File: config.mk
export PLATFORM = sky130hd
export DESIGN_NAME = char_lcd_write_sequencer_core
export DESIGN_NICKNAME = d
export VERILOG_FILES = /design/src/sv/clwseq_pkg.sv /design/src/sv/clwseq_csr.sv /design/src/sv/clwseq_decode.sv /design/src/sv/clwseq_emit.sv /design/src/sv/char_lcd_write_sequencer_core.sv
export SDC_FILE = /design/constraint.sdc
export NUM_CORES = 1
export LEC_CHECK = 0
export BUFFER_PORTS_ARGS = -buffer_cell sky130_fd_sc_hd__clkbuf_2
export CORE_MARGIN = 2
export CORE_UTILIZATION = 45
export CTS_BUF_LIST = sky130_fd_sc_hd__clkbuf_16
export DETAILED_ROUTE_END_ITERATION = 8
export PLACE_DENSITY = 0.7
export SLEW_MARGIN = 20
export SYNTH_ARGS = -nofsm -noshare
export SYNTH_HDL_FRONTEND = slang
export SYNTH_SLANG_ARGS = --single-unit
File: constraint.sdc
create_clock -name clock -period 2.2 [get_ports clock]
set_clock_uncertainty 0.05 [all_clocks]
set_input_delay 0.22 -clock clock [delete_from_list [all_inputs] [get_ports clock]]
set_output_delay 0.22 -clock clock [all_outputs]
set_load 0.05 [all_outputs]
File: src/sv/clwseq_pkg.sv
package clwseq_pkg;

   localparam logic [1:0] REQ_COMMAND  = 2'd0;
   localparam logic [1:0] REQ_DATA     = 2'd1;
   localparam logic [1:0] REQ_POSITION = 2'd2;

   localparam logic [1:0] CSR_NIBBLE_MODE      = 2'd0;
   localparam logic [1:0] CSR_ENABLE_HOLD      = 2'd1;
   localparam logic [1:0] CSR_COMMAND_SETTLE   = 2'd2;

   localparam logic [2:0] ROW_FIRST  = 3'd1;
   localparam logic [2:0] ROW_SECOND = 3'd2;
   localparam logic [2:0] ROW_FOURTH = 3'd4;

   localparam logic [7:0] ROW_FIRST_BASE  = 8'h80;
   localparam logic [7:0] ROW_SECOND_BASE = 8'hC0;
   localparam logic [7:0] ROW_FOURTH_BASE = 8'hE0;
   localparam logic [7:0] COLUMN_OFFSET   = 8'h01;

   localparam logic [15:0] ENABLE_HOLD_RESET    = 16'd200;
   localparam logic [15:0] COMMAND_SETTLE_RESET = 16'd1000;

   typedef struct packed {
      logic        nibble_mode;
      logic [15:0] enable_hold_ticks;
      logic [15:0] command_settle_ticks;
   } cfg_type;

   typedef struct packed {
      logic       register_select;
      logic [7:0] data_byte;
   } xfer_type;

   typedef struct packed {
      logic        register_select;
      logic [7:0]  data_lines;
      logic        enable_level;
      logic [15:0] hold_ticks;
      logic        last_event;
   } evt_type;

endpackage

File: src/sv/clwseq_csr.sv
module clwseq_csr (
   input  logic                  clock,
   input  logic                  reset,
   input  logic                  csr_write_enable,
   input  logic [1:0]            csr_index,
   input  logic [15:0]           csr_write_data,
   output clwseq_pkg::cfg_type   cfg
);
   import clwseq_pkg::*;

   cfg_type cfg_ff;
   cfg_type cfg_in;

   always_comb begin
      cfg_in = cfg_ff;
      if (csr_write_enable) begin
         case (csr_index)
            CSR_NIBBLE_MODE:    cfg_in.nibble_mode          = csr_write_data[0];
            CSR_ENABLE_HOLD:    cfg_in.enable_hold_ticks    = csr_write_data;
            CSR_COMMAND_SETTLE: cfg_in.command_settle_ticks = csr_write_data;
            default:            cfg_in = cfg_ff;
         endcase
      end
   end

   always_ff @(posedge clock) begin
      if (reset) begin
         cfg_ff.nibble_mode          <= 1'b0;
         cfg_ff.enable_hold_ticks    <= ENABLE_HOLD_RESET;
         cfg_ff.command_settle_ticks <= COMMAND_SETTLE_RESET;
      end else begin
         cfg_ff <= cfg_in;
      end
   end

   assign cfg = cfg_ff;

endmodule

File: src/sv/clwseq_decode.sv
module clwseq_decode (
   input  logic                  clock,
   input  logic                  reset,
   input  logic                  req_valid,
   output logic                  req_stall,
   input  logic [1:0]            req_type,
   input  logic [7:0]            req_byte_value,
   input  logic [2:0]            req_row,
   input  logic [7:0]            req_column,
   output logic                  dec_valid,
   output clwseq_pkg::xfer_type  dec_xfer,
   input  logic                  dec_take
);
   import clwseq_pkg::*;

   logic     dec_valid_ff;
   logic     dec_valid_in;
   xfer_type dec_xfer_ff;
   xfer_type dec_xfer_in;
   logic     has_events;
   logic     req_accept;
   logic [7:0] row_base;
   logic       row_known;

   assign req_stall  = dec_valid_ff && !dec_take;
   assign req_accept = req_valid && !req_stall;

   always_comb begin
      row_known = 1'b1;
      case (req_row)
         ROW_FIRST:  row_base = ROW_FIRST_BASE;
         ROW_SECOND: row_base = ROW_SECOND_BASE;
         ROW_FOURTH: row_base = ROW_FOURTH_BASE;
         default: begin
            row_base  = ROW_FIRST_BASE;
            row_known = 1'b0;
         end
      endcase
   end

   always_comb begin
      dec_xfer_in.register_select = 1'b0;
      dec_xfer_in.data_byte       = req_byte_value;
      has_events                  = 1'b1;
      case (req_type)
         REQ_COMMAND: dec_xfer_in.register_select = 1'b0;
         REQ_DATA:    dec_xfer_in.register_select = 1'b1;
         REQ_POSITION: begin
            // The column is one-based; the subtraction wraps at eight bits.
            dec_xfer_in.data_byte = row_base + (req_column - COLUMN_OFFSET);
            has_events            = row_known;
         end
         default: has_events = 1'b0;
      endcase
   end

   always_comb begin
      if (req_accept) begin
         dec_valid_in = has_events;
      end else if (dec_take) begin
         dec_valid_in = 1'b0;
      end else begin
         dec_valid_in = dec_valid_ff;
      end
   end

   always_ff @(posedge clock) begin
      if (reset) begin
         dec_valid_ff <= 1'b0;
      end else begin
         dec_valid_ff <= dec_valid_in;
      end
   end

   always_ff @(posedge clock) begin
      if (req_accept) begin
         dec_xfer_ff <= dec_xfer_in;
      end
   end

   assign dec_valid = dec_valid_ff;
   assign dec_xfer  = dec_xfer_ff;

endmodule

File: src/sv/clwseq_emit.sv
module clwseq_emit (
   input  logic                  clock,
   input  logic                  reset,
   input  clwseq_pkg::cfg_type   cfg,
   input  logic                  dec_valid,
   input  clwseq_pkg::xfer_type  dec_xfer,
   output logic                  dec_take,
   output logic                  rsp_valid,
   input  logic                  rsp_stall,
   output clwseq_pkg::evt_type   rsp_evt
);
   import clwseq_pkg::*;

   logic     rsp_valid_ff;
   logic     rsp_valid_in;
   evt_type  evt_ff;
   evt_type  evt_in;
   xfer_type xfer_ff;
   xfer_type xfer_in;
   logic [1:0] step_ff;
   logic [1:0] step_in;
   logic     advance;
   logic     more;

   // Step bit 0 selects the enable-low half of a transfer; in four-bit mode
   // step bit 1 selects the low nibble.
   assign advance  = !rsp_valid_ff || !rsp_stall;
   assign more     = rsp_valid_ff && !evt_ff.last_event;
   assign dec_take = advance && !more;

   always_comb begin
      if (more) begin
         xfer_in      = xfer_ff;
         step_in      = step_ff + 2'd1;
         rsp_valid_in = 1'b1;
      end else begin
         xfer_in      = dec_xfer;
         step_in      = 2'd0;
         rsp_valid_in = dec_valid;
      end
   end

   always_comb begin
      evt_in.register_select = xfer_in.register_select;
      evt_in.enable_level    = !step_in[0];
      if (cfg.nibble_mode) begin
         evt_in.data_lines = step_in[1] ? {xfer_in.data_byte[3:0], 4'h0}
                                        : {xfer_in.data_byte[7:4], 4'h0};
         evt_in.last_event = (step_in == 2'd3);
      end else begin
         evt_in.data_lines = xfer_in.data_byte;
         evt_in.last_event = (step_in == 2'd1);
      end
      if (evt_in.enable_level) begin
         evt_in.hold_ticks = cfg.enable_hold_ticks;
      end else if (evt_in.last_event && !xfer_in.register_select) begin
         evt_in.hold_ticks = cfg.command_settle_ticks;
      end else begin
         evt_in.hold_ticks = 16'd0;
      end
   end

   always_ff @(posedge clock) begin
      if (reset) begin
         rsp_valid_ff <= 1'b0;
      end else if (advance) begin
         rsp_valid_ff <= rsp_valid_in;
      end
   end

   always_ff @(posedge clock) begin
      if (advance) begin
         evt_ff  <= evt_in;
         xfer_ff <= xfer_in;
         step_ff <= step_in;
      end
   end

   assign rsp_valid = rsp_valid_ff;
   assign rsp_evt   = evt_ff;

endmodule

File: src/sv/char_lcd_write_sequencer_core.sv
// Character LCD write sequencer.
// A request item on the req_ channel (command byte, data byte or cursor
// position) becomes a series of pin event items on the rsp_ channel: each
// transfer is an enable-high event followed by an enable-low event, and each
// event carries the number of ticks its pin levels must be held.
// Eight-bit mode gives two events per request, four-bit mode gives four.
// Position requests for rows other than 1, 2 and 4, and unknown request
// types, are taken and give no events.
// The input register takes the request at the accepting edge, and the output
// register takes its first event once it has finished the previous request.
// The output register gives one event per cycle while rsp_stall is low; while
// it works through the events of a request (two in eight-bit mode, four in
// four-bit mode), the next request waits in the input register.
// The csr_ port writes the mode and timing registers; write it only while
// no request is in flight. Reset clears both stages and restores the
// register defaults (eight-bit, 200 hold ticks, 1000 settle ticks).
// When rsp_stall is high the current event holds, and req_stall rises once
// the input register is full.
module char_lcd_write_sequencer_core (
   input  logic        clock,
   input  logic        reset,
   input  logic        csr_write_enable,
   input  logic [1:0]  csr_index,
   input  logic [15:0] csr_write_data,
   input  logic        req_valid,
   output logic        req_stall,
   input  logic [1:0]  req_type,
   input  logic [7:0]  req_byte_value,
   input  logic [2:0]  req_row,
   input  logic [7:0]  req_column,
   output logic        rsp_valid,
   input  logic        rsp_stall,
   output logic        rsp_register_select,
   output logic [7:0]  rsp_data_lines,
   output logic        rsp_enable_level,
   output logic [15:0] rsp_hold_ticks,
   output logic        rsp_last_event
);
   import clwseq_pkg::*;

   cfg_type  cfg;
   xfer_type dec_xfer;
   evt_type  rsp_evt;
   logic     dec_valid;
   logic     dec_take;

   clwseq_csr u_csr (
      .clock            (clock),
      .reset            (reset),
      .csr_write_enable (csr_write_enable),
      .csr_index        (csr_index),
      .csr_write_data   (csr_write_data),
      .cfg              (cfg)
   );

   clwseq_decode u_decode (
      .clock          (clock),
      .reset          (reset),
      .req_valid      (req_valid),
      .req_stall      (req_stall),
      .req_type       (req_type),
      .req_byte_value (req_byte_value),
      .req_row        (req_row),
      .req_column     (req_column),
      .dec_valid      (dec_valid),
      .dec_xfer       (dec_xfer),
      .dec_take       (dec_take)
   );

   clwseq_emit u_emit (
      .clock     (clock),
      .reset     (reset),
      .cfg       (cfg),
      .dec_valid (dec_valid),
      .dec_xfer  (dec_xfer),
      .dec_take  (dec_take),
      .rsp_valid (rsp_valid),
      .rsp_stall (rsp_stall),
      .rsp_evt   (rsp_evt)
   );

   assign rsp_register_select = rsp_evt.register_select;
   assign rsp_data_lines      = rsp_evt.data_lines;
   assign rsp_enable_level    = rsp_evt.enable_level;
   assign rsp_hold_ticks      = rsp_evt.hold_ticks;
   assign rsp_last_event      = rsp_evt.last_event;

endmodule

[After elaboration in Yosys (flattened, before gate mapping)]
Index checks and enable logic that the tools add are counted.
Storage, ports and cells
  output and inout bits: 29
  bits in registers: 81
  word-level logic and storage cells: 63
Cells by class
  multiplexer cells: 15
  eq/ne operators: 9
  reductions and logical operators: 22
  add/sub/neg operators: 3
Operators by type and width (number)
  $mux 16: 2
  $mux 8: 3
  $pmux 7 s2: 1
  $mux 9: 1
  $add 8x8->8: 1
  $logic_not 1->1: 8
  $sub 8x1->8 const B: 1
  $eq 2x1->1 const B: 3
  $eq 2x2->1 const B: 3
  $mux 1: 6
  $reduce_and 2->1: 3
  $logic_and 1x1->1: 5
  $logic_not 2->1: 2
  $eq 3x1->1 const B: 1
  $eq 3x2->1 const B: 1
  $eq 3x3->1 const B: 1
  $reduce_or 3->1: 1
  $add 2x1->2 const B: 1
  $mux 2: 1
  $pmux 1 s2: 1
  $reduce_bool 2->1: 1
  $reduce_or 2->1: 1
  $logic_or 1x1->1: 1

[Logic depth before layout (Yosys ltp)]
  depth in word-level cells: 9
  gate-level depth with buffers: 9
  depth with buffers taken out: 9

[Modules after synthesis]
From an unflattened synthesis, not the netlist that was laid out.
Unflattened totals
  cells, all modules: 329
  area total of the unflattened synthesis: 3816.2 um^2
Modules (own cells, without submodules)
  clwseq_emit: area an instance 1630.3 um^2, times used 1, cells an instance 114, sequential area each 1131.1 um^2
  clwseq_csr: area an instance 1376.3 um^2, times used 1, cells an instance 131, sequential area each 660.6 um^2
  clwseq_decode: area an instance 809.5 um^2, times used 1, cells an instance 84, sequential area each 290.3 um^2

[Least setup slack after synthesis]
No wires, ideal clock.
  path type: input to register
  from: in req_row[1]
  to: reg u_decode.dec_xfer_ff (netlist bit u_decode.dec_xfer[7]), data pin
  data arrival time: 1951 ps
  cell stages on the path: 8
  buffers on the path: 0
  path slack: -62 ps
  cell sequence: or3b_2 > ha_1 > inv_1 > ha_1 > and2_1 > a221oi_1 > a21oi_1 > nand3b_1
RTL lines
  start: declaration: RTL line char_lcd_write_sequencer_core.sv:29  | input logic [2:0] req_row,
  end signal: assignment: RTL line clwseq_decode.sv:77  | dec_xfer_ff <= dec_xfer_in;
  end: declaration: RTL line clwseq_decode.sv:18  | xfer_type dec_xfer_ff;

==> flow_summary.toml <==
[timing]
rsz0062_at_grt = "no"
max_slew.worst_pin.slew_ns = 0.724
hold_viol = 0
maxSlewViolCount = 0
period_minus_slack_ns = 2.04
setup_tns_ns = 0
max_freq_mhz = 491
setup_viol = 0
period_share_pct = 92.6
max_slew_margin_pct = 51.6

[drt]
via_per_inst = 4.96
ant_nets = 0
drt-total-wl_um = 7520
remaining_drc_errors = 0
first_iter_violations = 125
vias = 2765
post_drt_wl_per_cell_um = 13.5
firstDrtPassIters = 5

[synth]
yosysUniqueCellTypes = 38
yosys_warnings = 0
syn-cell-area_mm2 = 0.00360
seq_area_frac_synth_pct = 57.8
syn_avg_cell_area_um2 = 9.66
synth.net_count = 427
synthCells = 373
synth-seq-cells = 81

[global_route]
overflow = 0
grt_use_total_pct = 18.3
grt_antenna_before_repair = 0
grt_start_max_net_pins = 38
grt_pass1_wl_um = 12300
grt_pass1_vias = 2586

[pwr]
pwr_density_cell_mw_per_mm2 = 914
vdd_ir_drop_max_mv = 0.425
power_mw = 4.03
leakage_nw = 1.91

[cells_and_area]
final-instance-count-excl-fill = 557
final_area_mm2 = 0.00441
fin_util_pct = 57.0
areaGrowthSynthToFinish_pct = 22.3
drive_gt1_share_pct = 22.9
final_nets = 504
antennaDiodeCount = 0

[worst_setup_path]
critPathArrivalTime_ns = 2.06
cp_max_fo = 2
endpoint_kind = "flop"
required_ns = 2.22
critPathLaunchType = "primary input"
criticalPathCategory = "primary input to flop"

[placed_design]
placedCellCount = 541
placedInstanceArea_mm2 = 0.00412
dp_hpwl_um = 5110
portBuffers = 72
gp_congestion = 0.753

[cts]
cts_buffers = 9
clockBufferDepth = 2
clkLatencyLatePin_ns = 0.33
clkTransAtPathRegs_ns = 0.06
root_buffer = "clkbuf_16"
cts_setup_buffers = 0
cts_resized = 0
clock-sinks = 81
clock_tree.htree_level_count = 3
cts_hold_buf = 0
cts_tree = "built"

[floorplanning]
die_area_mm2 = 0.00874
rows = 32
dieHeight_um = 93.5
die_x_um = 93.5
start_util_pct = 46.6
pin_count = 73
core_area_mm2 = 0.00773

[run_status]
status = "complete, no violations"

[run]
maxCapViolations = 0

[min_path]
hold_path_class = "primary input to flop"
==> layout by cell type (no fill, tap or decap), drive strengths merged, types with 3 or more instances in the layout <==
master and count:
nand2 132, edfxtp 46, clkbuf 81, mux2i 5
ha 9, and2 3, nand2b 4, nand3b 12
clkinv 5, inv 16, nor2b 7, dfxtp 35
o21ai 25, xor2 5, buf 10, o211ai 3
nor2 5, a21oi 30
==> final timing paths <==
path,startpoint,slack (ns),endpoint,depth (start not counted)
setup / recovery,req_row[1],0.16,u_decode.dec_xfer[7],9
hold / removal,csr_write_data[1],0.07,u_csr.cfg[17],3
setup reg to reg,u_emit.rsp_evt[0],0.32,u_emit.rsp_evt[16],4
hold reg to reg,u_csr.cfg[2],0.40,u_csr.cfg[2],2
==> cell usage after synthesis, drive strengths merged <==
library cell  count  area [um^2]
a21bo             1         10.0
a21o              2         15.0
a21oi            30          150
a221oi            1         8.76
and2              3         18.8
and3              1         6.26
and3b             2         17.5
buf               3         21.3
clkbuf           13         48.8
clkinv            1         3.75
dfxtp            35          701
edfxtp           46         1380
fa                1         20.0
ha                9          113
inv              14         52.6
mux2              1         15.0
mux2i             5         50.1
nand2           132          495
nand2b            4         32.5
nand3             1         5.00
nand3b           12         90.1
nand4             1         6.26
nor2              5         26.3
nor2b             7         43.8
nor3              1         5.00
nor3b             2         20.0
o211ai            3         22.5
o21a              2         15.0
o21ai            25          125
o31ai             2         15.0
or3b              1         8.76
xnor2             2         17.5
xor2              5         43.8
==> logic make-up after synthesis <==
logic type | Yosys count | share of synthesized area (%)
buf+inv | 31 | 3.51
fa+ha+maj | 10 | 3.68
simple gates | 172 | 21.5
mux | 6 | 1.80
xor+xnor | 7 | 1.70
compound gates | 66 | 10.0
flops | 81 | 57.8
==> state kept, by name, summed over array words and instances, names as in the netlist <==
| signal | flops |
|---|---|
| u_decode.dec_valid | 1 |
| u_emit.rsp_valid | 1 |
| u_emit.xfer_ff | 9 |
| u_emit.rsp_evt | 26 |
| u_decode.dec_xfer | 9 |
| u_csr.cfg | 33 |
| u_emit.step_ff | 2 |
==> metal layers <==
metal	vias up	GRT usage (%)	wire length, um
met3	4	3.46	452
met4	0	8.46	77
met2	75	28.7	3670
met1	1271	24.6	3320
met5	-	0	0
li1	1415	-	-
==> power by group <==
| group | internal [mW] | switching, mW |
|---|---|---|
| clock | 0.867 | 0.550 |
| sequential | 1.78 | 0.0611 |
| combinational | 0.224 | 0.551 |
==> layout make-up <==
type	instances	area, um^2
fill	695	3320
clock buffer	9	225
timing repair buffer	82	435
tap	102	128
multi-input combinational	261	1420
clock inverter	7	63.8
sequential	81	2080
inverter	15	56.3
==> per-stage QoR <==
| stage | setup WS [ns] | hold WS [ns] |
|---|---|---|
| after global placement | -0.119 | 0.391 |
| after global routing | 0.0690 | 0.0619 |
| after floorplan | 0.0358 | 0.276 |
| final | 0.163 | 0.0713 |
| after CTS | 0.186 | 0.0588 |
| after detailed placement | -0.162 | 0.398 |
==> critical path, cell delays in order <==
cell and delay [ns]:
clkbuf_2 0.09, or3b_2 0.47, ha_1 0.28, inv_1 0.12, ha_4 0.21, and2_4 0.16, a221oi_2 0.26, a21oi_1 0.09
nand3b_1 0.15
(Power assumes the default switching activity.)
